### config.mk
export PLATFORM = sky130hd
export DESIGN_NAME = lidar_sector_minimum
export DESIGN_NICKNAME = d
export VERILOG_FILES = /design/src/rtl/core/lsm_pkg.sv /design/src/rtl/core/lidar_sector_minimum.sv /design/src/rtl/core/lsm_regs.sv /design/src/rtl/core/lsm_front.sv /design/src/rtl/core/lsm_queue.sv /design/src/rtl/core/lsm_back.sv
export SDC_FILE = /design/constraint.sdc
export NUM_CORES = 1
export LEC_CHECK = 0
export ABC_AREA = 1
export CAP_MARGIN = 30
export CORE_ASPECT_RATIO = 0.7
export CORE_UTILIZATION = 45
export CTS_CLUSTER_DIAMETER = 60
export DETAILED_ROUTE_END_ITERATION = 7
export DONT_BUFFER_PORTS = 1
export PLACE_DENSITY = 0.63
export REMOVE_ABC_BUFFERS = 1
export SETUP_SLACK_MARGIN = 0.1
export SLEW_MARGIN = 20
export SYNTH_ARGS = -nofsm -noshare
export SYNTH_HDL_FRONTEND = slang
export SYNTH_SLANG_ARGS = --single-unit
### constraint.sdc
create_clock -name i_clk -period 9.7 [get_ports i_clk]
set_input_delay 2.425 -clock i_clk [delete_from_list [all_inputs] [get_ports i_clk]]
set_output_delay 2.425 -clock i_clk [all_outputs]
set_load 0.01 [all_outputs]
### src/rtl/core/lsm_pkg.sv
// ----------------------------------------------------------------------------
// lsm_pkg
// Shared types and constants of the lidar sector minimum block.
// ----------------------------------------------------------------------------
package lsm_pkg;

    localparam int RANGE_W     = 16;
    localparam int MIN_W       = 14;
    localparam int CFG_W       = 16;
    localparam int PADDR_W     = 5;
    localparam int PDATA_W     = 32;
    localparam int QUEUE_DEPTH = 4;
    localparam int QPTR_W      = 2;
    localparam int QCNT_W      = 3;

    localparam logic [MIN_W-1:0] MIN_INIT = MIN_W'(10000);

    typedef enum logic [2:0] {
        REG_ANGLE_START  = 3'd0,
        REG_ANGLE_STEP   = 3'd1,
        REG_RANGE_FLOOR  = 3'd2,
        REG_RANGE_CEIL   = 3'd3,
        REG_OBST_THRESH  = 3'd4
    } t_reg_idx;

    typedef enum logic [2:0] {
        SEC_NONE,
        SEC_FRONT,
        SEC_LEFT,
        SEC_RIGHT,
        SEC_BACK
    } t_sector;

    typedef struct packed {
        logic [RANGE_W-1:0] range_mm;
        logic               not_finite;
        logic               last_sample;
    } t_in;

    typedef struct packed {
        logic [MIN_W-1:0] front_min_mm;
        logic [MIN_W-1:0] left_min_mm;
        logic [MIN_W-1:0] right_min_mm;
        logic [MIN_W-1:0] back_min_mm;
        logic             obstacle;
    } t_out;

    typedef struct packed {
        logic [CFG_W-1:0] angle_start;
        logic [CFG_W-1:0] angle_step;
        logic [CFG_W-1:0] range_floor_mm;
        logic [CFG_W-1:0] range_ceiling_mm;
        logic [CFG_W-1:0] obstacle_threshold_mm;
    } t_cfg;

    typedef struct packed {
        logic [RANGE_W-1:0] range_mm;
        t_sector            sector;
        logic               last;
    } t_work;

endpackage

### src/rtl/core/lidar_sector_minimum.sv
// ----------------------------------------------------------------------------
// lidar_sector_minimum
// Per-sector minimum range over one lidar scan, with an obstacle flag.
// ----------------------------------------------------------------------------
// Takes one range sample per clock cycle while the queue has room. The front
// stage computes the sample angle and sector in the accept cycle and writes a
// four-entry queue; the back stage folds one queued sample per cycle into the
// sector minima, holding a scan's last sample while the result is stalled.
// A scan's last sample passes through the queue into the result register.
// Input ready drops only when the queue fills, when a stalled consumer holds
// the result register. Write configuration only while no scan is in flight.
module lidar_sector_minimum #(
    parameter int ANGLE_BITS = 16
) (
    input  logic                        i_clk,
    input  logic                        i_rst_n,
    input  logic                        i_in_valid,
    output logic                        o_in_ready,
    input  lsm_pkg::t_in                i_in_data,
    output logic                        o_out_valid,
    input  logic                        i_out_ready,
    output lsm_pkg::t_out               o_out_data,
    input  logic                        psel,
    input  logic                        penable,
    input  logic                        pwrite,
    input  logic [lsm_pkg::PADDR_W-1:0] paddr,
    input  logic [lsm_pkg::PDATA_W-1:0] pwdata,
    output logic [lsm_pkg::PDATA_W-1:0] prdata,
    output logic                        pready
);

    lsm_pkg::t_cfg  cfg;
    lsm_pkg::t_work push_work;
    lsm_pkg::t_work head_work;
    logic           push;
    logic           pop;
    logic           full;
    logic           empty;

    lsm_regs u_regs (
        .i_clk   (i_clk),
        .i_rst_n (i_rst_n),
        .psel    (psel),
        .penable (penable),
        .pwrite  (pwrite),
        .paddr   (paddr),
        .pwdata  (pwdata),
        .prdata  (prdata),
        .pready  (pready),
        .o_cfg   (cfg)
    );

    lsm_front #(
        .ANGLE_BITS (ANGLE_BITS)
    ) u_front (
        .i_clk      (i_clk),
        .i_rst_n    (i_rst_n),
        .i_cfg      (cfg),
        .i_in_valid (i_in_valid),
        .o_in_ready (o_in_ready),
        .i_in_data  (i_in_data),
        .i_full     (full),
        .o_push     (push),
        .o_work     (push_work)
    );

    lsm_queue u_queue (
        .i_clk   (i_clk),
        .i_rst_n (i_rst_n),
        .i_push  (push),
        .i_work  (push_work),
        .o_full  (full),
        .i_pop   (pop),
        .o_work  (head_work),
        .o_empty (empty)
    );

    lsm_back u_back (
        .i_clk       (i_clk),
        .i_rst_n     (i_rst_n),
        .i_empty     (empty),
        .i_work      (head_work),
        .o_pop       (pop),
        .i_threshold (cfg.obstacle_threshold_mm),
        .o_out_valid (o_out_valid),
        .i_out_ready (i_out_ready),
        .o_out_data  (o_out_data)
    );

endmodule

### src/rtl/core/lsm_regs.sv
// ----------------------------------------------------------------------------
// lsm_regs
// Configuration register file behind an APB-style port.
// ----------------------------------------------------------------------------
module lsm_regs (
    input  logic                        i_clk,
    input  logic                        i_rst_n,
    input  logic                        psel,
    input  logic                        penable,
    input  logic                        pwrite,
    input  logic [lsm_pkg::PADDR_W-1:0] paddr,
    input  logic [lsm_pkg::PDATA_W-1:0] pwdata,
    output logic [lsm_pkg::PDATA_W-1:0] prdata,
    output logic                        pready,
    output lsm_pkg::t_cfg               o_cfg
);

    lsm_pkg::t_cfg    r_cfg;
    lsm_pkg::t_cfg    n_cfg;
    lsm_pkg::t_reg_idx idx;
    logic [lsm_pkg::CFG_W-1:0] rd_val;

    assign pready = 1'b1;
    assign idx    = lsm_pkg::t_reg_idx'(paddr[4:2]);
    assign o_cfg  = r_cfg;

    always_comb begin
        n_cfg = r_cfg;
        if (psel && penable && pwrite) begin
            unique case (idx)
                lsm_pkg::REG_ANGLE_START: n_cfg.angle_start = pwdata[lsm_pkg::CFG_W-1:0];
                lsm_pkg::REG_ANGLE_STEP:  n_cfg.angle_step  = pwdata[lsm_pkg::CFG_W-1:0];
                lsm_pkg::REG_RANGE_FLOOR: n_cfg.range_floor_mm = pwdata[lsm_pkg::CFG_W-1:0];
                lsm_pkg::REG_RANGE_CEIL:  n_cfg.range_ceiling_mm = pwdata[lsm_pkg::CFG_W-1:0];
                lsm_pkg::REG_OBST_THRESH: n_cfg.obstacle_threshold_mm =
                                              pwdata[lsm_pkg::CFG_W-1:0];
                default: ;
            endcase
        end
    end

    always_comb begin
        unique case (idx)
            lsm_pkg::REG_ANGLE_START: rd_val = r_cfg.angle_start;
            lsm_pkg::REG_ANGLE_STEP:  rd_val = r_cfg.angle_step;
            lsm_pkg::REG_RANGE_FLOOR: rd_val = r_cfg.range_floor_mm;
            lsm_pkg::REG_RANGE_CEIL:  rd_val = r_cfg.range_ceiling_mm;
            lsm_pkg::REG_OBST_THRESH: rd_val = r_cfg.obstacle_threshold_mm;
            default:                  rd_val = '0;
        endcase
    end

    assign prdata = {{(lsm_pkg::PDATA_W-lsm_pkg::CFG_W){1'b0}}, rd_val};

    always_ff @(posedge i_clk) begin
        if (!i_rst_n) begin
            r_cfg.angle_start           <= 16'd0;
            r_cfg.angle_step            <= 16'd182;
            r_cfg.range_floor_mm        <= 16'd120;
            r_cfg.range_ceiling_mm      <= 16'd3500;
            r_cfg.obstacle_threshold_mm <= 16'd300;
        end else begin
            r_cfg <= n_cfg;
        end
    end

endmodule

### src/rtl/core/lsm_front.sv
// ----------------------------------------------------------------------------
// lsm_front
// Accepts samples, tracks the sample angle and classifies each sample into
// a sector with its clamped range.
// ----------------------------------------------------------------------------
module lsm_front #(
    parameter int ANGLE_BITS = 16
) (
    input  logic           i_clk,
    input  logic           i_rst_n,
    input  lsm_pkg::t_cfg  i_cfg,
    input  logic           i_in_valid,
    output logic           o_in_ready,
    input  lsm_pkg::t_in   i_in_data,
    input  logic           i_full,
    output logic           o_push,
    output lsm_pkg::t_work o_work
);

    localparam logic [ANGLE_BITS-1:0] FRONT_LIM =
        ANGLE_BITS'((64'd45 << ANGLE_BITS) / 64'd360);
    localparam logic [ANGLE_BITS-1:0] SIDE_LIM  =
        ANGLE_BITS'((64'd125 << ANGLE_BITS) / 64'd360);
    localparam logic [ANGLE_BITS-1:0] BACK_LIM  =
        ANGLE_BITS'((64'd145 << ANGLE_BITS) / 64'd360);

    logic [ANGLE_BITS-1:0] r_offset;
    logic [ANGLE_BITS-1:0] n_offset;
    logic [ANGLE_BITS+lsm_pkg::CFG_W-1:0] start_ext;
    logic [ANGLE_BITS+lsm_pkg::CFG_W-1:0] step_ext;
    logic [ANGLE_BITS-1:0] angle;
    logic [ANGLE_BITS-1:0] mag;
    logic                  neg;
    logic [lsm_pkg::RANGE_W-1:0] range_c;
    logic                  keep;
    lsm_pkg::t_sector      sector;

    assign o_in_ready = !i_full;
    assign o_push     = i_in_valid && !i_full;

    assign start_ext = {{ANGLE_BITS{1'b0}}, i_cfg.angle_start};
    assign step_ext  = {{ANGLE_BITS{1'b0}}, i_cfg.angle_step};
    assign angle     = start_ext[ANGLE_BITS-1:0] + r_offset;
    assign neg       = angle[ANGLE_BITS-1];
    assign mag       = neg ? (~angle + 1'b1) : angle;

    always_comb begin
        range_c = i_in_data.range_mm;
        if (range_c != '0 && range_c < i_cfg.range_floor_mm) begin
            range_c = i_cfg.range_floor_mm;
        end
        keep = !i_in_data.not_finite && range_c != '0 && range_c <= i_cfg.range_ceiling_mm;
        if (!keep) begin
            sector = lsm_pkg::SEC_NONE;
        end else if (mag <= FRONT_LIM) begin
            sector = lsm_pkg::SEC_FRONT;
        end else if (mag <= SIDE_LIM) begin
            sector = neg ? lsm_pkg::SEC_RIGHT : lsm_pkg::SEC_LEFT;
        end else if (mag > BACK_LIM) begin
            sector = lsm_pkg::SEC_BACK;
        end else begin
            sector = lsm_pkg::SEC_NONE;
        end
    end

    assign o_work.range_mm = range_c;
    assign o_work.sector   = sector;
    assign o_work.last     = i_in_data.last_sample;

    always_comb begin
        n_offset = r_offset;
        if (o_push) begin
            n_offset = i_in_data.last_sample ? '0 : r_offset + step_ext[ANGLE_BITS-1:0];
        end
    end

    always_ff @(posedge i_clk) begin
        if (!i_rst_n) begin
            r_offset <= '0;
        end else begin
            r_offset <= n_offset;
        end
    end

endmodule

### src/rtl/core/lsm_queue.sv
// ----------------------------------------------------------------------------
// lsm_queue
// Short first-in first-out queue of classified samples.
// ----------------------------------------------------------------------------
module lsm_queue (
    input  logic           i_clk,
    input  logic           i_rst_n,
    input  logic           i_push,
    input  lsm_pkg::t_work i_work,
    output logic           o_full,
    input  logic           i_pop,
    output lsm_pkg::t_work o_work,
    output logic           o_empty
);

    lsm_pkg::t_work r_mem [lsm_pkg::QUEUE_DEPTH];
    logic [lsm_pkg::QPTR_W-1:0] r_wr_ptr;
    logic [lsm_pkg::QPTR_W-1:0] r_rd_ptr;
    logic [lsm_pkg::QCNT_W-1:0] r_count;
    logic [lsm_pkg::QPTR_W-1:0] n_wr_ptr;
    logic [lsm_pkg::QPTR_W-1:0] n_rd_ptr;
    logic [lsm_pkg::QCNT_W-1:0] n_count;

    assign o_full  = r_count == lsm_pkg::QCNT_W'(lsm_pkg::QUEUE_DEPTH);
    assign o_empty = r_count == '0;
    assign o_work  = r_mem[r_rd_ptr];

    always_comb begin
        n_wr_ptr = i_push ? r_wr_ptr + 1'b1 : r_wr_ptr;
        n_rd_ptr = i_pop  ? r_rd_ptr + 1'b1 : r_rd_ptr;
        n_count  = r_count;
        if (i_push && !i_pop) begin
            n_count = r_count + 1'b1;
        end else if (!i_push && i_pop) begin
            n_count = r_count - 1'b1;
        end
    end

    always_ff @(posedge i_clk) begin
        if (i_push) begin
            r_mem[r_wr_ptr] <= i_work;
        end
    end

    always_ff @(posedge i_clk) begin
        if (!i_rst_n) begin
            r_wr_ptr <= '0;
            r_rd_ptr <= '0;
            r_count  <= '0;
        end else begin
            r_wr_ptr <= n_wr_ptr;
            r_rd_ptr <= n_rd_ptr;
            r_count  <= n_count;
        end
    end

endmodule

### src/rtl/core/lsm_back.sv
// ----------------------------------------------------------------------------
// lsm_back
// Folds classified samples into the sector minima and emits the result
// register at the end of each scan.
// ----------------------------------------------------------------------------
module lsm_back (
    input  logic                        i_clk,
    input  logic                        i_rst_n,
    input  logic                        i_empty,
    input  lsm_pkg::t_work              i_work,
    output logic                        o_pop,
    input  logic [lsm_pkg::CFG_W-1:0]   i_threshold,
    output logic                        o_out_valid,
    input  logic                        i_out_ready,
    output lsm_pkg::t_out               o_out_data
);

    logic [lsm_pkg::MIN_W-1:0] r_front, r_left, r_right, r_back;
    logic [lsm_pkg::MIN_W-1:0] n_front, n_left, n_right, n_back;
    logic [lsm_pkg::MIN_W-1:0] u_front, u_left, u_right, u_back;
    logic                      r_out_valid;
    logic                      n_out_valid;
    lsm_pkg::t_out             r_out_data;
    lsm_pkg::t_out             n_out_data;
    logic                      slot_free;
    logic [lsm_pkg::MIN_W-1:0] r14;
    logic                      lower;

    assign slot_free   = !r_out_valid || i_out_ready;
    assign o_pop       = !i_empty && (!i_work.last || slot_free);
    assign o_out_valid = r_out_valid;
    assign o_out_data  = r_out_data;
    assign r14         = i_work.range_mm[lsm_pkg::MIN_W-1:0];

    always_comb begin
        u_front = r_front;
        u_left  = r_left;
        u_right = r_right;
        u_back  = r_back;
        lower   = 1'b0;
        case (i_work.sector)
            lsm_pkg::SEC_FRONT: begin
                lower = i_work.range_mm < {2'b00, r_front};
                if (lower) u_front = r14;
            end
            lsm_pkg::SEC_LEFT: begin
                lower = i_work.range_mm < {2'b00, r_left};
                if (lower) u_left = r14;
            end
            lsm_pkg::SEC_RIGHT: begin
                lower = i_work.range_mm < {2'b00, r_right};
                if (lower) u_right = r14;
            end
            lsm_pkg::SEC_BACK: begin
                lower = i_work.range_mm < {2'b00, r_back};
                if (lower) u_back = r14;
            end
            default: ;
        endcase
    end

    always_comb begin
        n_front     = r_front;
        n_left      = r_left;
        n_right     = r_right;
        n_back      = r_back;
        n_out_data  = r_out_data;
        n_out_valid = r_out_valid && !i_out_ready;
        if (o_pop) begin
            if (i_work.last) begin
                n_out_data.front_min_mm = u_front;
                n_out_data.left_min_mm  = u_left;
                n_out_data.right_min_mm = u_right;
                n_out_data.back_min_mm  = u_back;
                n_out_data.obstacle     = {2'b00, u_front} < i_threshold;
                n_out_valid = 1'b1;
                n_front = lsm_pkg::MIN_INIT;
                n_left  = lsm_pkg::MIN_INIT;
                n_right = lsm_pkg::MIN_INIT;
                n_back  = lsm_pkg::MIN_INIT;
            end else begin
                n_front = u_front;
                n_left  = u_left;
                n_right = u_right;
                n_back  = u_back;
            end
        end
    end

    always_ff @(posedge i_clk) begin
        r_out_data <= n_out_data;
    end

    always_ff @(posedge i_clk) begin
        if (!i_rst_n) begin
            r_front     <= lsm_pkg::MIN_INIT;
            r_left      <= lsm_pkg::MIN_INIT;
            r_right     <= lsm_pkg::MIN_INIT;
            r_back      <= lsm_pkg::MIN_INIT;
            r_out_valid <= 1'b0;
        end else begin
            r_front     <= n_front;
            r_left      <= n_left;
            r_right     <= n_right;
            r_back      <= n_back;
            r_out_valid <= n_out_valid;
        end
    end

endmodule

### Word level (Yosys, flattened, before mapping)

Memory sizes are Yosys's and may differ from the RTL's. A register that Yosys moved wholly into a read port is not among the register bits.
Cells that the tools add are included.

* add/sub/neg operators: 7
* magnitude comparators: 10
* equal/unequal tests: 9
* multiplexer cells: 29
* bitwise gates (word level): 1
* reductions and logical operators: 31

Operator list (count)
* 14-bit two-way mux: 12
* 16-bit one-hot mux with 5 select lines: 1
* 16-bit by 14-bit less-than comparator with 1-bit output: 4
* 16-bit two-way mux: 3
* 16-bit adder: 2
* 16-bit nonzero test: 2
* 3-bit two-way mux: 6
* 16-bit by 1-bit adder with 16-bit output (second input constant): 1
* 16-bit by 15-bit greater-than comparator with 1-bit output (second input constant): 1
* 16-bit by 14-bit <= comparator with 1-bit output (second input constant): 1
* 16-bit by 15-bit <= comparator with 1-bit output (second input constant): 1
* 16-bit <= comparator: 1
* 14-bit by 16-bit less-than comparator with 1-bit output: 1
* 16-bit less-than comparator: 1
* 16-bit NOT: 1
* 3-bit by 2-bit equality test with 1-bit output (second input constant): 4
* 2-bit AND reduction: 6
* 1-bit logical AND: 10
* 3-bit equality test (second input constant): 3
* 1-bit zero test: 8
* 3-bit by 1-bit equality test with 1-bit output (second input constant): 2
* 3-bit zero test: 2
* 1-bit two-way mux: 5
* 2-bit by 1-bit adder with 2-bit output (second input constant): 2
* other kinds (5): 7

* bits in registers: 217
* memory bits (writable): 80
* input port bits: 62
* output and inout bits: 92
* logic and storage cells: 107
* memories: 1

Memories
* u_queue.r_mem: words 4, bits a word 20, read ports 1, clocked after memory_dff 1, write ports 1, line lsm_queue.sv:16 `lsm_pkg::t_work r_mem [lsm_pkg::QUEUE_DEPTH];`

### Logic depth before layout (Yosys ltp)

Gate-level depths: netlist of the first run.

* word-level depth: 9
* mapped depth: 28
* mapped depth without buffers: 25

### Modules after synthesis

From an unflattened synthesis of the first run, not the netlist that was laid out.

* cells, all modules: 2412
* area total of the unflattened synthesis: 18043.6 µm²

By module, submodules not included
* lsm_back: times used 1, cells each 747, area an instance 6311.1 µm², sequential area each 2852.7 µm²
* lsm_front: times used 1, cells each 773, area an instance 4246.6 µm², sequential area each 320.3 µm²
* lsm_regs: times used 1, cells each 640, area an instance 4102.7 µm², sequential area each 1601.5 µm²
* lsm_queue: times used 1, cells each 252, area an instance 3383.2 µm², sequential area each 2582.5 µm²

### Worst setup path before layout of the first run

No wires, ideal clock.

* path kind: input-to-output
* from: input paddr[4] (netlist name)
* to: output prdata[10] (netlist name)
* arrival: 3.644 ns
* required time: 7.275 ns
* setup slack: 3.631 ns
* stages on the path: 5
* path buffers: 2
* cells stage by stage: clkbuf_1 > nor3_1 > clkbuf_1 > a221oi_1 > o21ai_0

* cells in the longest elaborated chain, start to end: 2
* elaborated cells on any way between the ends: 6
* classes of those cells: 4 x eq/ne; 1 x mux; 1 x reduce/logical

RTL lines
* start: declaration: line lidar_sector_minimum.sv:26 `input logic [lsm_pkg::PADDR_W-1:0] paddr,`
* 3-bit equality test, or another cell as far along: line lsm_regs.sv:43 `unique case (idx)`
* 16-bit one-hot mux with 5 select lines (*): line lsm_regs.sv:43
* end: declaration: line lidar_sector_minimum.sv:28 `output logic [lsm_pkg::PDATA_W-1:0] prdata,`

Every way passes the cells marked *; elsewhere a longest branch is shown, timed or not.

### Worst setup path after layout of the first run

* from: input paddr[3] (netlist name)
* to: output prdata[15] (netlist name)

Same word-level chain as after synthesis.

==> results of run 1 <==
flip-flops by register name, indices dropped and copies added, names as in the netlist, named ones only:
signal and count:
u_queue.r_count 3, u_back.r_front 14, u_back.r_back 14, u_front.r_offset 16, u_queue.r_rd_ptr 2, u_back.r_left 14
u_queue.r_wr_ptr 2, u_back.o_out_valid 1, u_queue.r_mem 80, u_regs.o_cfg 80, u_back.o_out_data 57, u_back.r_right 14
cell type report:
| class | count | area, um2 | area share (%) |
|---|---|---|---|
| well taps | 480 | 601 | 3.35 |
| inverters | 236 | 886 | 4.94 |
| multi-input cells | 1397 | 7810 | 43.6 |
| flip-flops and latches | 299 | 7360 | 41.0 |
| repair buffers | 16 | 120 | 0.670 |
| clock inverters | 14 | 164 | 0.914 |
| clock buffers | 49 | 991 | 5.53 |
layer usage:
layer	track usage (%)	vias up	routed length, um
met4	6.08	0	821
met5	0	-	0
met3	5.18	50	4020
li1	-	6750	-
met2	34.8	504	18200
met1	39.0	6412	23300
power by group through the flow:
| stage | clock [mW] | combinational, mW | sequential [mW] |
|---|---|---|---|
| global placement | 0 | 1.60 | 1.81 |
| floorplan | 0 | 1.14 | 1.80 |
| detailed placement | 0 | 1.66 | 1.82 |
| finish | 1.34 | 1.68 | 1.79 |
| CTS | 1.36 | 1.67 | 1.79 |
| global route | 1.41 | 1.90 | 1.81 |
worst reg2reg max path, stage by stage (launching register included):
cell and delay (ps):
dfxtp_1 290, buf_4 260, inv_2 560, nand2_1 130, a32oi_1 700, ha_1 380, a21oi_1 150, nor2_1 50
a211oi_1 180, nand2_1 110, nand2_1 110, nand2_2 330, o21ai_1 480, ha_1 320, a21oi_1 150, nor2_1 50
a211oi_1 170, nand2_1 170, a21oi_1 190
kinds of logic (layout without fill, tap and decap cells):
family	count (synthesis)	in the layout	share of synthesized area [%]
adder cells (fa/ha/maj)	135	135	10.4
AND/OR/NAND/NOR	755	755	19.2
flip-flops	299	299	44.9
AO/OA/AOI/OAI	481	481	17.0
XOR/XNOR	9	9	0.481
buffers and inverters	322	315	7.96
other	2	17	0.0458
stage by stage:
step | hold slack [ps] | total power, mW | setup WS (ps) | instances | cell area, um2
2_1_floorplan | 436 | 2.94 | 1720 | 1932 | 16000
3_3_place_gp | 445 | 3.41 | 3080 | 2428 | 16800
3_5_place_dp | 455 | 3.47 | 2950 | 2428 | 16800
4_1_cts | 465 | 4.83 | 3440 | 2491 | 17900
5_1_grt | 483 | 5.13 | 3290 | 2491 | 17900
6_report | 461 | 4.81 | 3400 | 2491 | 17900
worst paths after layout:
path                                            to  depth (start not counted)                              from  slack, ps
hold / removal    u_queue.r_rd_ptr[1]$_SDFFE_PN0P_                          2  u_queue.r_rd_ptr[1]$_SDFFE_PN0P_        460
setup / recovery                        prdata[15]                          5                          paddr[3]       3400
hold reg to reg   u_queue.r_rd_ptr[1]$_SDFFE_PN0P_                          2  u_queue.r_rd_ptr[1]$_SDFFE_PN0P_        460
setup reg to reg    u_back.o_out_data[0]$_DFFE_PP_                         18                          register       4760
layout by cell type (no fill, tap or decap), types with 11 or more instances in the layout:
cell type	count
a21oi_1	187
a221oi_1	17
a32oi_1	13
and2_1	19
buf_4	16
clkbuf_16	37
conb_1	17
dfxtp_1	162
edfxtp_1	137
ha_1	132
inv_1	227
nand2_1	441
nand3_1	95
nand4_1	11
nor2_1	149
nor3_1	11
o211ai_1	25
o21ai_0	124
o21ai_1	45
o22ai_1	17
==> results_dict.tcl, run 1 <==
set metrics [dict create \
    rows 58 \
    synth_top_area_cell "edfxtp_1" \
    port-buffer-count 0 \
    finish.utilization_pct 49.9 \
    core_um2 35900 \
    slew_headroom_pct 41.7 \
    antenna_found_initial 0 \
    power_density_nw_per_um2 268 \
    synthesis.area_um2 16400 \
    postRouteAntennaNets 0 \
    cap_violations 0 \
    finClkSkew_ps 19.2 \
    cp-start-kind "input port" \
    p_clk_share_pct 27.9 \
    p_leak_nw 7.55 \
    finalSetupViolCount 0 \
    synthDominantCellAreaShare_pct 25.1 \
    cts_resized 0 \
    critPathRequiredTime_ps 7280 \
    syn_avg_cell_area_um2 8.18 \
    cpLargestDelayFamily "compound AO/OA/AOI/OAI gates" \
    synth.most_common_cell "nand2_1" \
    cts_tree "yes" \
    internal-power_mw 2.93 \
    synth_seq_cells 299 \
    cpMaxStageDelayCell "nand2_1" \
    ys.flop_type "dfxtp_1" \
    synthToLayoutAreaGrowth_pct 9.39 \
    drt_first_pass_iters 5 \
    peakVddDrop_mv 0.139 \
    ios 154 \
    fin_crit_sh_pct 65.0 \
    finalMaxSlewViolations 0 \
    fill_cells 3404 \
    diodes 0 \
    via_count 13700 \
    fp.dieH_um 162 \
    grt_pass1_wl_mm 72.5 \
    clk_latency_ps 530 \
    grt_usage_pct 25.0 \
    crit_arrival_ps 3880 \
    routed_wl_mm 46.3 \
    synth-edff-count 137 \
    initial_core_util_pct 45.6 \
    cts-hold-fix-buffers 0 \
    die-area_um2 37200 \
    timing.final.hold_violations 0 \
    async_reset_ff_share_pct 0 \
    pwr-share-comb_pct 34.9 \
    dpl.hpwl_mm 33.5 \
    postCtsSetupBuffers 0 \
    synth_common_cells "nand2_1 (441), inv_1 (228), a21oi_1 (187)" \
    finalNetCount 2182 \
    ys_top_cells_by_area "edfxtp_1 (25%), dfxtp_1 (20%), nand2_1 (10%)" \
    gp_congestion 0.907 \
    root_buffer "clkbuf_16" \
    drc 0 \
    fmax_mhz 159 \
    cp-end-kind "output pin" \
    status "completed" \
    rsz0062_at_grt "false" \
    overflow 0 \
    drtIter0Drc 1425 \
    critPathMaxStageDelay_ps 580 \
    first_global_vias 12600 \
    worst-path-max-fanout 16 \
    clk_pin_slew_worst_paths_ps 60 \
    wire_per_inst_um 18.6 \
    ys_seq_area_share_pct 44.9 \
    clock_sinks 299 \
    path_buf_inv 0 \
    crit_chain "nor2_1, nand2_1, o22ai_1, a221oi_1, o21ai_0" \
    synthCells 2003 \
    ys_warn_count 0 \
    finalCriticalPeriod_ps 6300 \
    die_w_um 230 \
    grt_max_degree 85 \
    power.share.switching_pct 39.1 \
    fin_tns_setup_ps 0 \
    p_sw_mw 1.88 \
    critical_path_class "in -> out" \
    htreeDepth 2 \
    avgViaCountPerCell 5.51 \
    pwr-share-seq_pct 37.2 \
    numCtsBuffers 35 \
    worstMarginPinSlew_ps 872 \
    drive_above_1_share_pct 5.02 \
    synthDistinctLibCells 53 \
    clk_path_buf_depth 3 \
    hold_path.class "reg -> reg" \
]
No activity file was read; power rests on OpenSTA's default activity.
==> inputs of run 2 (changes only) <==
--- a/config.mk
+++ b/config.mk
@@ -12,7 +12,7 @@
 export CTS_CLUSTER_DIAMETER = 60
 export DETAILED_ROUTE_END_ITERATION = 7
 export DONT_BUFFER_PORTS = 1
-export PLACE_DENSITY = 0.63
+export PLACE_DENSITY = 0.65
 export REMOVE_ABC_BUFFERS = 1
 export SETUP_SLACK_MARGIN = 0.1
 export SLEW_MARGIN = 20
==> constraint.sdc (replaced) <==
create_clock -name i_clk -period 5.4 [get_ports i_clk]
set_input_delay 1.35 -clock i_clk [delete_from_list [all_inputs] [get_ports i_clk]]
set_output_delay 1.35 -clock i_clk [all_outputs]
set_load 0.01 [all_outputs]
==> run 2 against run 1 <==
Net effect: the flow now finishes with violations (DRC); clock-buffer cell count decreased by 9; worst setup slack got worse by 2800 ps; via count decreased by 0.64%; largest power group unchanged.
==> results_dict.tcl, run 2 (synthesis gave the netlist of run 1 again) <==
set metrics [dict create \
    r2r_slack_ps 600 \
    final_cells 2500 \
    postRouteAntennaNets 0 \
    htreeDepth 1 \
    first_global_vias 12400 \
    finClkSkew_ps 8.04 \
    routed_wl_mm 44.5 \
    cts_resized 0 \
    peakVddDrop_mv 0.294 \
    avgViaCountPerCell 5.45 \
    numCtsBuffers 30 \
    fin_tns_setup_ps 0 \
    p_leak_nw 7.56 \
    fp.dieH_um 162 \
    reg2reg_to "u_back.o_out_data[0]$_DFFE_PP_" \
    hold_start "u_back.r_back[11]$_SDFFE_PN0P_" \
    slew_headroom_pct 37.3 \
    power_density_nw_per_um2 469 \
    core_um2 35900 \
    root_buffer "clkbuf_16" \
    overflow 0 \
    critPathMostFrequentCell "nand2_1" \
    cts-hold-fix-buffers 0 \
    via_count 13600 \
    die-area_um2 37200 \
    power_mw 8.40 \
    dpl.hpwl_mm 33.0 \
    whs_ps 464 \
    crit_arrival_ps 5200 \
    gp_congestion 0.904 \
    finish.utilization_pct 49.8 \
    drive_above_1_share_pct 5.30 \
    cts_tree "yes" \
    pre_cts_ws_ps 377 \
    topRoutingLayerUsed "met4" \
    antenna_found_initial 0 \
    final_cell_mix "nand2_1 (441), inv_1 (227), a21oi_1 (187)" \
    worst-path-max-fanout 25 \
    hold_path_end "u_back.r_back[11]$_SDFFE_PN0P_" \
    final_area_um2 17900 \
    reg2reg_depth 19 \
    diodes 0 \
    critPathMaxStageDelay_ps 560 \
    wire_per_inst_um 17.8 \
    port-buffer-count 0 \
    grt_pass1_wl_mm 69.4 \
    finalWorstSetupSlack_ps 600 \
    wl_met1_mm 22.3 \
    ios 154 \
    placed_area_um2 16900 \
    crit_chain "inv_2, nand2_1, a32oi_1, ha_1, nand2_1, nor2_1, a211oi_1, nand2_1, nand2_1, nand2_1, nand2_1, nand2_2, o21ai_1, ha_1, a21oi_1, nor2_1, a211oi_1, nand2_1, a21oi_1" \
    rows 58 \
    cp-end-kind "register" \
    fin_crit_sh_pct 88.9 \
    worstMarginPinSlew_ps 931 \
    fill_cells 3331 \
    wl_met3_mm 3.59 \
    status "complete, but fails checks" \
    final_common_cell "nand2_1" \
    drc 1 \
    synthToLayoutAreaGrowth_pct 9.25 \
    hold_depth 2 \
    finalNetCount 2193 \
    violations "DRC" \
    grt_usage_pct 23.7 \
    postCtsSetupBuffers 0 \
    hold_path.class "reg -> reg" \
    fmax_mhz 208 \
    clk_path_buf_depth 3 \
    cap_violations 0 \
    cpMaxStageDelayCell "dfxtp_1" \
    dp_cells 2444 \
    clock_sinks 299 \
    rsz0062_at_grt "false" \
    drtIter0Drc 1338 \
    critPathRequiredTime_ps 5800 \
    die_w_um 230 \
    grt_max_degree 85 \
    met2_length_mm 17.5 \
    finalMaxSlewViolations 0 \
    drt_first_pass_iters 8 \
    finalSetupViolCount 0 \
    critical_path_class "reg -> reg" \
    clk_latency_ps 570 \
    initial_core_util_pct 45.6 \
    timing.final.hold_violations 0 \
    cp-start-kind "register" \
    clk_pin_slew_worst_paths_ps 60 \
    finalCriticalPeriod_ps 4800 \
]
-- run 2: changes by cell type in the layout (fill, tap and decap cells not counted), moves of 2 or more --
cell / before / now
buf_4: 16 / 31
clkbuf_16: 37 / 31
clkinv_1: 3 / 9
clkbuf_1: 10 / 6
clkinvlp_4: 2 / 0
inv_8: 2 / 0
-- run 2: worst max path at each step --
stage	cells after the start	startpoint	endpoint
floorplan	11	register	u_back.r_left[10]$_SDFFE_PN1P_
global placement	17	i_in_data[3]	u_queue.r_mem[3][1]$_DFFE_PP_
detailed placement	15	i_in_data[7]	u_queue.r_mem[0][1]$_DFFE_PP_
CTS	19	register	u_back.o_out_data[0]$_DFFE_PP_
global route	19	register	u_back.o_out_data[0]$_DFFE_PP_
finish	19	register	u_back.o_out_data[0]$_DFFE_PP_
-- run 2: power by group --
part           switching, mW  leakage (nW)  internal [mW]  total (mW)
clock network          0.888         0.489           1.23        2.12
logic                   2.10          4.49          0.953        3.05
registers              0.306          2.58           2.92        3.23
total                   3.30          7.56           5.11        8.40
-- run 2: critical path: cells and delay by family (launching register included) --
family          cells  cell delay (ps)
compound gates      6             1690
simple gates       10             1160
fa+ha+maj           2              690
flops               1              560
buf+inv             1              510
-- run 2: metal layers --
| layer | up-vias | track usage [%] |
|---|---|---|
| met1 | 6308 | 37.1 |
| met2 | 483 | 33.0 |
| met4 | 0 | 5.81 |
| li1 | 6775 | - |
| met5 | - | 0 |
| met3 | 62 | 4.34 |
-- run 2: area by class of cell --
cell class	instances	area (um2)	share of cell area, %
Sequential cell	299	7360	41.1
Clock inverter	16	160	0.894
Clock buffer	40	840	4.69
Timing Repair Buffer	32	253	1.41
Tap cell	480	601	3.35
Inverter	236	886	4.95
Multi-Input combinational cell	1397	7810	43.6
==> inputs of run 3 (changes only) <==
--- a/config.mk
+++ b/config.mk
@@ -5,7 +5,7 @@
 export SDC_FILE = /design/constraint.sdc
 export NUM_CORES = 1
 export LEC_CHECK = 0
-export ABC_AREA = 1
+export ABC_AREA = 0
 export CAP_MARGIN = 30
 export CORE_ASPECT_RATIO = 0.7
 export CORE_UTILIZATION = 45
==> constraint.sdc (replaced) <==
create_clock -name i_clk -period 5.4 [get_ports i_clk]
set_input_delay 1.35 -clock i_clk [delete_from_list [all_inputs] [get_ports i_clk]]
set_output_delay 1.35 -clock i_clk [all_outputs]
set_load 0.1 [all_outputs]
==> run 3 against run 2 <==
Net effect: the run now ends clean; core utilization up 2.5 points; clock power up 5%; sequential cell count unchanged; combinational power down 29%; critical path depth up 1; wire length up 3.1%; synthesized cell count down 17%; clock-buffer cell count down 2; register-to-register slack better by 30 ps; design area up 3.0%; clock skew up 15 ps; largest cell class unchanged.
==> results_dict.tcl, run 3 <==
set metrics [dict create \
    power_mw 8.14 \
    finalMaxSlewViolations 0 \
    final_common_cell "nand2_1" \
    ios 154 \
    overflow 0 \
    synth_seq_cells 299 \
    synth_common_cells "nand2_1 (265), dfxtp_1 (162), edfxtp_1 (137)" \
    critPathRequiredTime_ps 5840 \
    crit_arrival_ps 5440 \
    die_w_um 230 \
    initial_core_util_pct 46.4 \
    grt_max_degree 81 \
    routed_wl_mm 45.9 \
    drt_first_pass_iters 5 \
    root_buffer "clkbuf_16" \
    port-buffer-count 0 \
    worstMarginPinSlew_ps 952 \
    grt_usage_pct 24.4 \
    die-area_um2 37100 \
    postRouteAntennaNets 0 \
    postCtsSetupBuffers 0 \
    drtIter0Drc 1202 \
    ys_seq_area_share_pct 45.0 \
    p_leak_nw 7.21 \
    diodes 0 \
    cp-start-kind "input port" \
    core_um2 35200 \
    cap_violations 0 \
    ys_warn_count 0 \
    fin_crit_sh_pct 92.6 \
    avgViaCountPerCell 5.83 \
    synthDominantCellAreaShare_pct 25.2 \
    pwr-share-seq_pct 46.2 \
    cp-end-kind "register" \
    ys_top_cells_by_area "edfxtp_1 (25%), dfxtp_1 (20%), ha_1 (10%)" \
    critPathMostFrequentCell "o21ai_0" \
    hold_path.class "reg -> reg" \
    drc 0 \
    clk_latency_ps 580 \
    critical_path_class "in -> reg" \
    synthToLayoutAreaGrowth_pct 12.9 \
    clock_sinks 299 \
    drive_above_1_share_pct 13.8 \
    ys.flop_type "dfxtp_1" \
    syn_avg_cell_area_um2 9.83 \
    finClkSkew_ps 23.0 \
    internal-power_mw 4.76 \
    grt_pass1_wl_mm 70.2 \
    power.share.switching_pct 41.5 \
    synth_top_area_cell "edfxtp_1" \
    rows 57 \
    numCtsBuffers 31 \
    pwr-share-comb_pct 26.6 \
    p_sw_mw 3.38 \
    rsz0062_at_grt "false" \
    cts_tree "yes" \
    synth.most_common_cell "nand2_1" \
    power_density_nw_per_um2 442 \
    synthDistinctLibCells 75 \
    slew_headroom_pct 36.5 \
    final_cell_mix "nand2_1 (265), dfxtp_1 (160), edfxtp_1 (137)" \
    finalNetCount 1906 \
    gp_congestion 0.887 \
    worst-path-max-fanout 11 \
    synth-edff-count 137 \
    fmax_mhz 200 \
    async_reset_ff_share_pct 0 \
    antenna_found_initial 1 \
    p_clk_share_pct 27.2 \
    clk_path_buf_depth 3 \
    clk_pin_slew_worst_paths_ps 60 \
    via_count 12900 \
    fin_tns_setup_ps 0 \
    fill_cells 3181 \
    timing.final.hold_violations 0 \
    finalCriticalPeriod_ps 5000 \
    fp.dieH_um 161 \
    crit_chain "ha_1, a21oi_1, nand2_1, a21oi_1, o21ai_0, a21o_1, a31oi_1, o21ai_0, a211o_2, buf_4, nand2_1, o21ai_0, ha_1, nand4_1, or4_1, o21ai_0, o211ai_1, nand2b_1, o32ai_1, buf_4" \
    status "completed" \
    first_global_vias 12000 \
    finalSetupViolCount 0 \
    synthCells 1661 \
    peakVddDrop_mv 0.269 \
    wire_per_inst_um 20.8 \
    htreeDepth 1 \
    dpl.hpwl_mm 34.0 \
    placed_area_um2 17400 \
    cpMaxStageDelayCell "or4_1" \
    final_area_um2 18400 \
    critPathMaxStageDelay_ps 530 \
    synthesis.area_um2 16300 \
]
[run 3: changes by cell type in the layout (fill, tap and decap cells not counted), moves of 65 or more]
cell and delta:
nand2_1 -176, inv_1 -113, a21oi_1 -111, nor2_1 -88, nand3_1 -65
[run 3: final timing paths]
kind,from,endpoint,cells after the start,slack (ps)
min,u_back.r_right[12]$_SDFFE_PN0P_,u_back.r_right[12]$_SDFFE_PN0P_,1,480
max,i_in_data[7],u_queue.r_mem[1][1]$_DFFE_PP_,20,400
max reg2reg,register,u_back.o_out_data[0]$_DFFE_PP_,20,630
min reg2reg,u_back.r_right[12]$_SDFFE_PN0P_,u_back.r_right[12]$_SDFFE_PN0P_,1,480
[run 3: logic make-up (layout without fill, tap and decap cells)]
family	count (synthesis)	in the layout	synth area share (%)
mux	57	57	5.23
fa+ha+maj	135	135	10.5
xor+xnor	37	37	1.98
other cells	2	17	0.0460
simple gates	477	477	13.3
buf+inv	205	263	5.35
flops	299	299	45.0
compound gates	449	449	18.6
[run 3: stage by stage]
| stage | hold WS [ps] | setup slack (ps) | instances | utilization (%) |
|---|---|---|---|---|
| floorplan | 442 | -839 | 1587 | - |
| global placement | 456 | -60.6 | 2141 | 49.0 |
| detailed placement | 460 | -107 | 2148 | 49.3 |
| CTS | 472 | 425 | 2206 | 52.3 |
| global route | 494 | 115 | 2206 | 52.3 |
| finish | 476 | 400 | 2206 | 52.3 |
[run 3: power by group through the flow]
stage | Sequential (mW) | Combinational [mW] | Clock, mW
after global placement | 3.80 | 2.05 | 0
after floorplan | 3.80 | 1.36 | 0
after global routing | 3.78 | 2.38 | 2.34
after detailed placement | 3.81 | 2.14 | 0
after CTS | 3.76 | 2.15 | 2.25
final | 3.76 | 2.16 | 2.22
[run 3: layout make-up]
type                    instances  area, um2  share of cell area, %
multi-input cells            1172       8270                   44.9
flip-flops and latches        299       7360                   39.9
clock buffers                  38        853                   4.63
repair buffers                 89        726                   3.94
well taps                     472        591                   3.20
inverters                     116        435                   2.36
clock inverters                20        203                   1.10
[run 3: repair_timing]
action | 4_1_cts | 5_1_grt
hold buffers | 0 | 0
gates resized for setup | 0 | 7
endpoints found under the setup margin | 0 | 5
[run 3: metal layers]
metal / up-vias / wire length (um) / track usage [%]
li1: 6095 / - / -
met1: 6169 / 22300 / 38.2
met2: 530 / 18800 / 34.9
met3: 66 / 3800 / 4.11
met4: 0 / 888 / 4.94
met5: - / 0 / 0
[run 3: critical path: cells and delay by family]
family,cells,cell delay (ps)
buffers and inverters,2,370
AND/OR/NAND/NOR,5,1040
adder cells (fa/ha/maj),2,670
AO/OA/AOI/OAI,11,2000
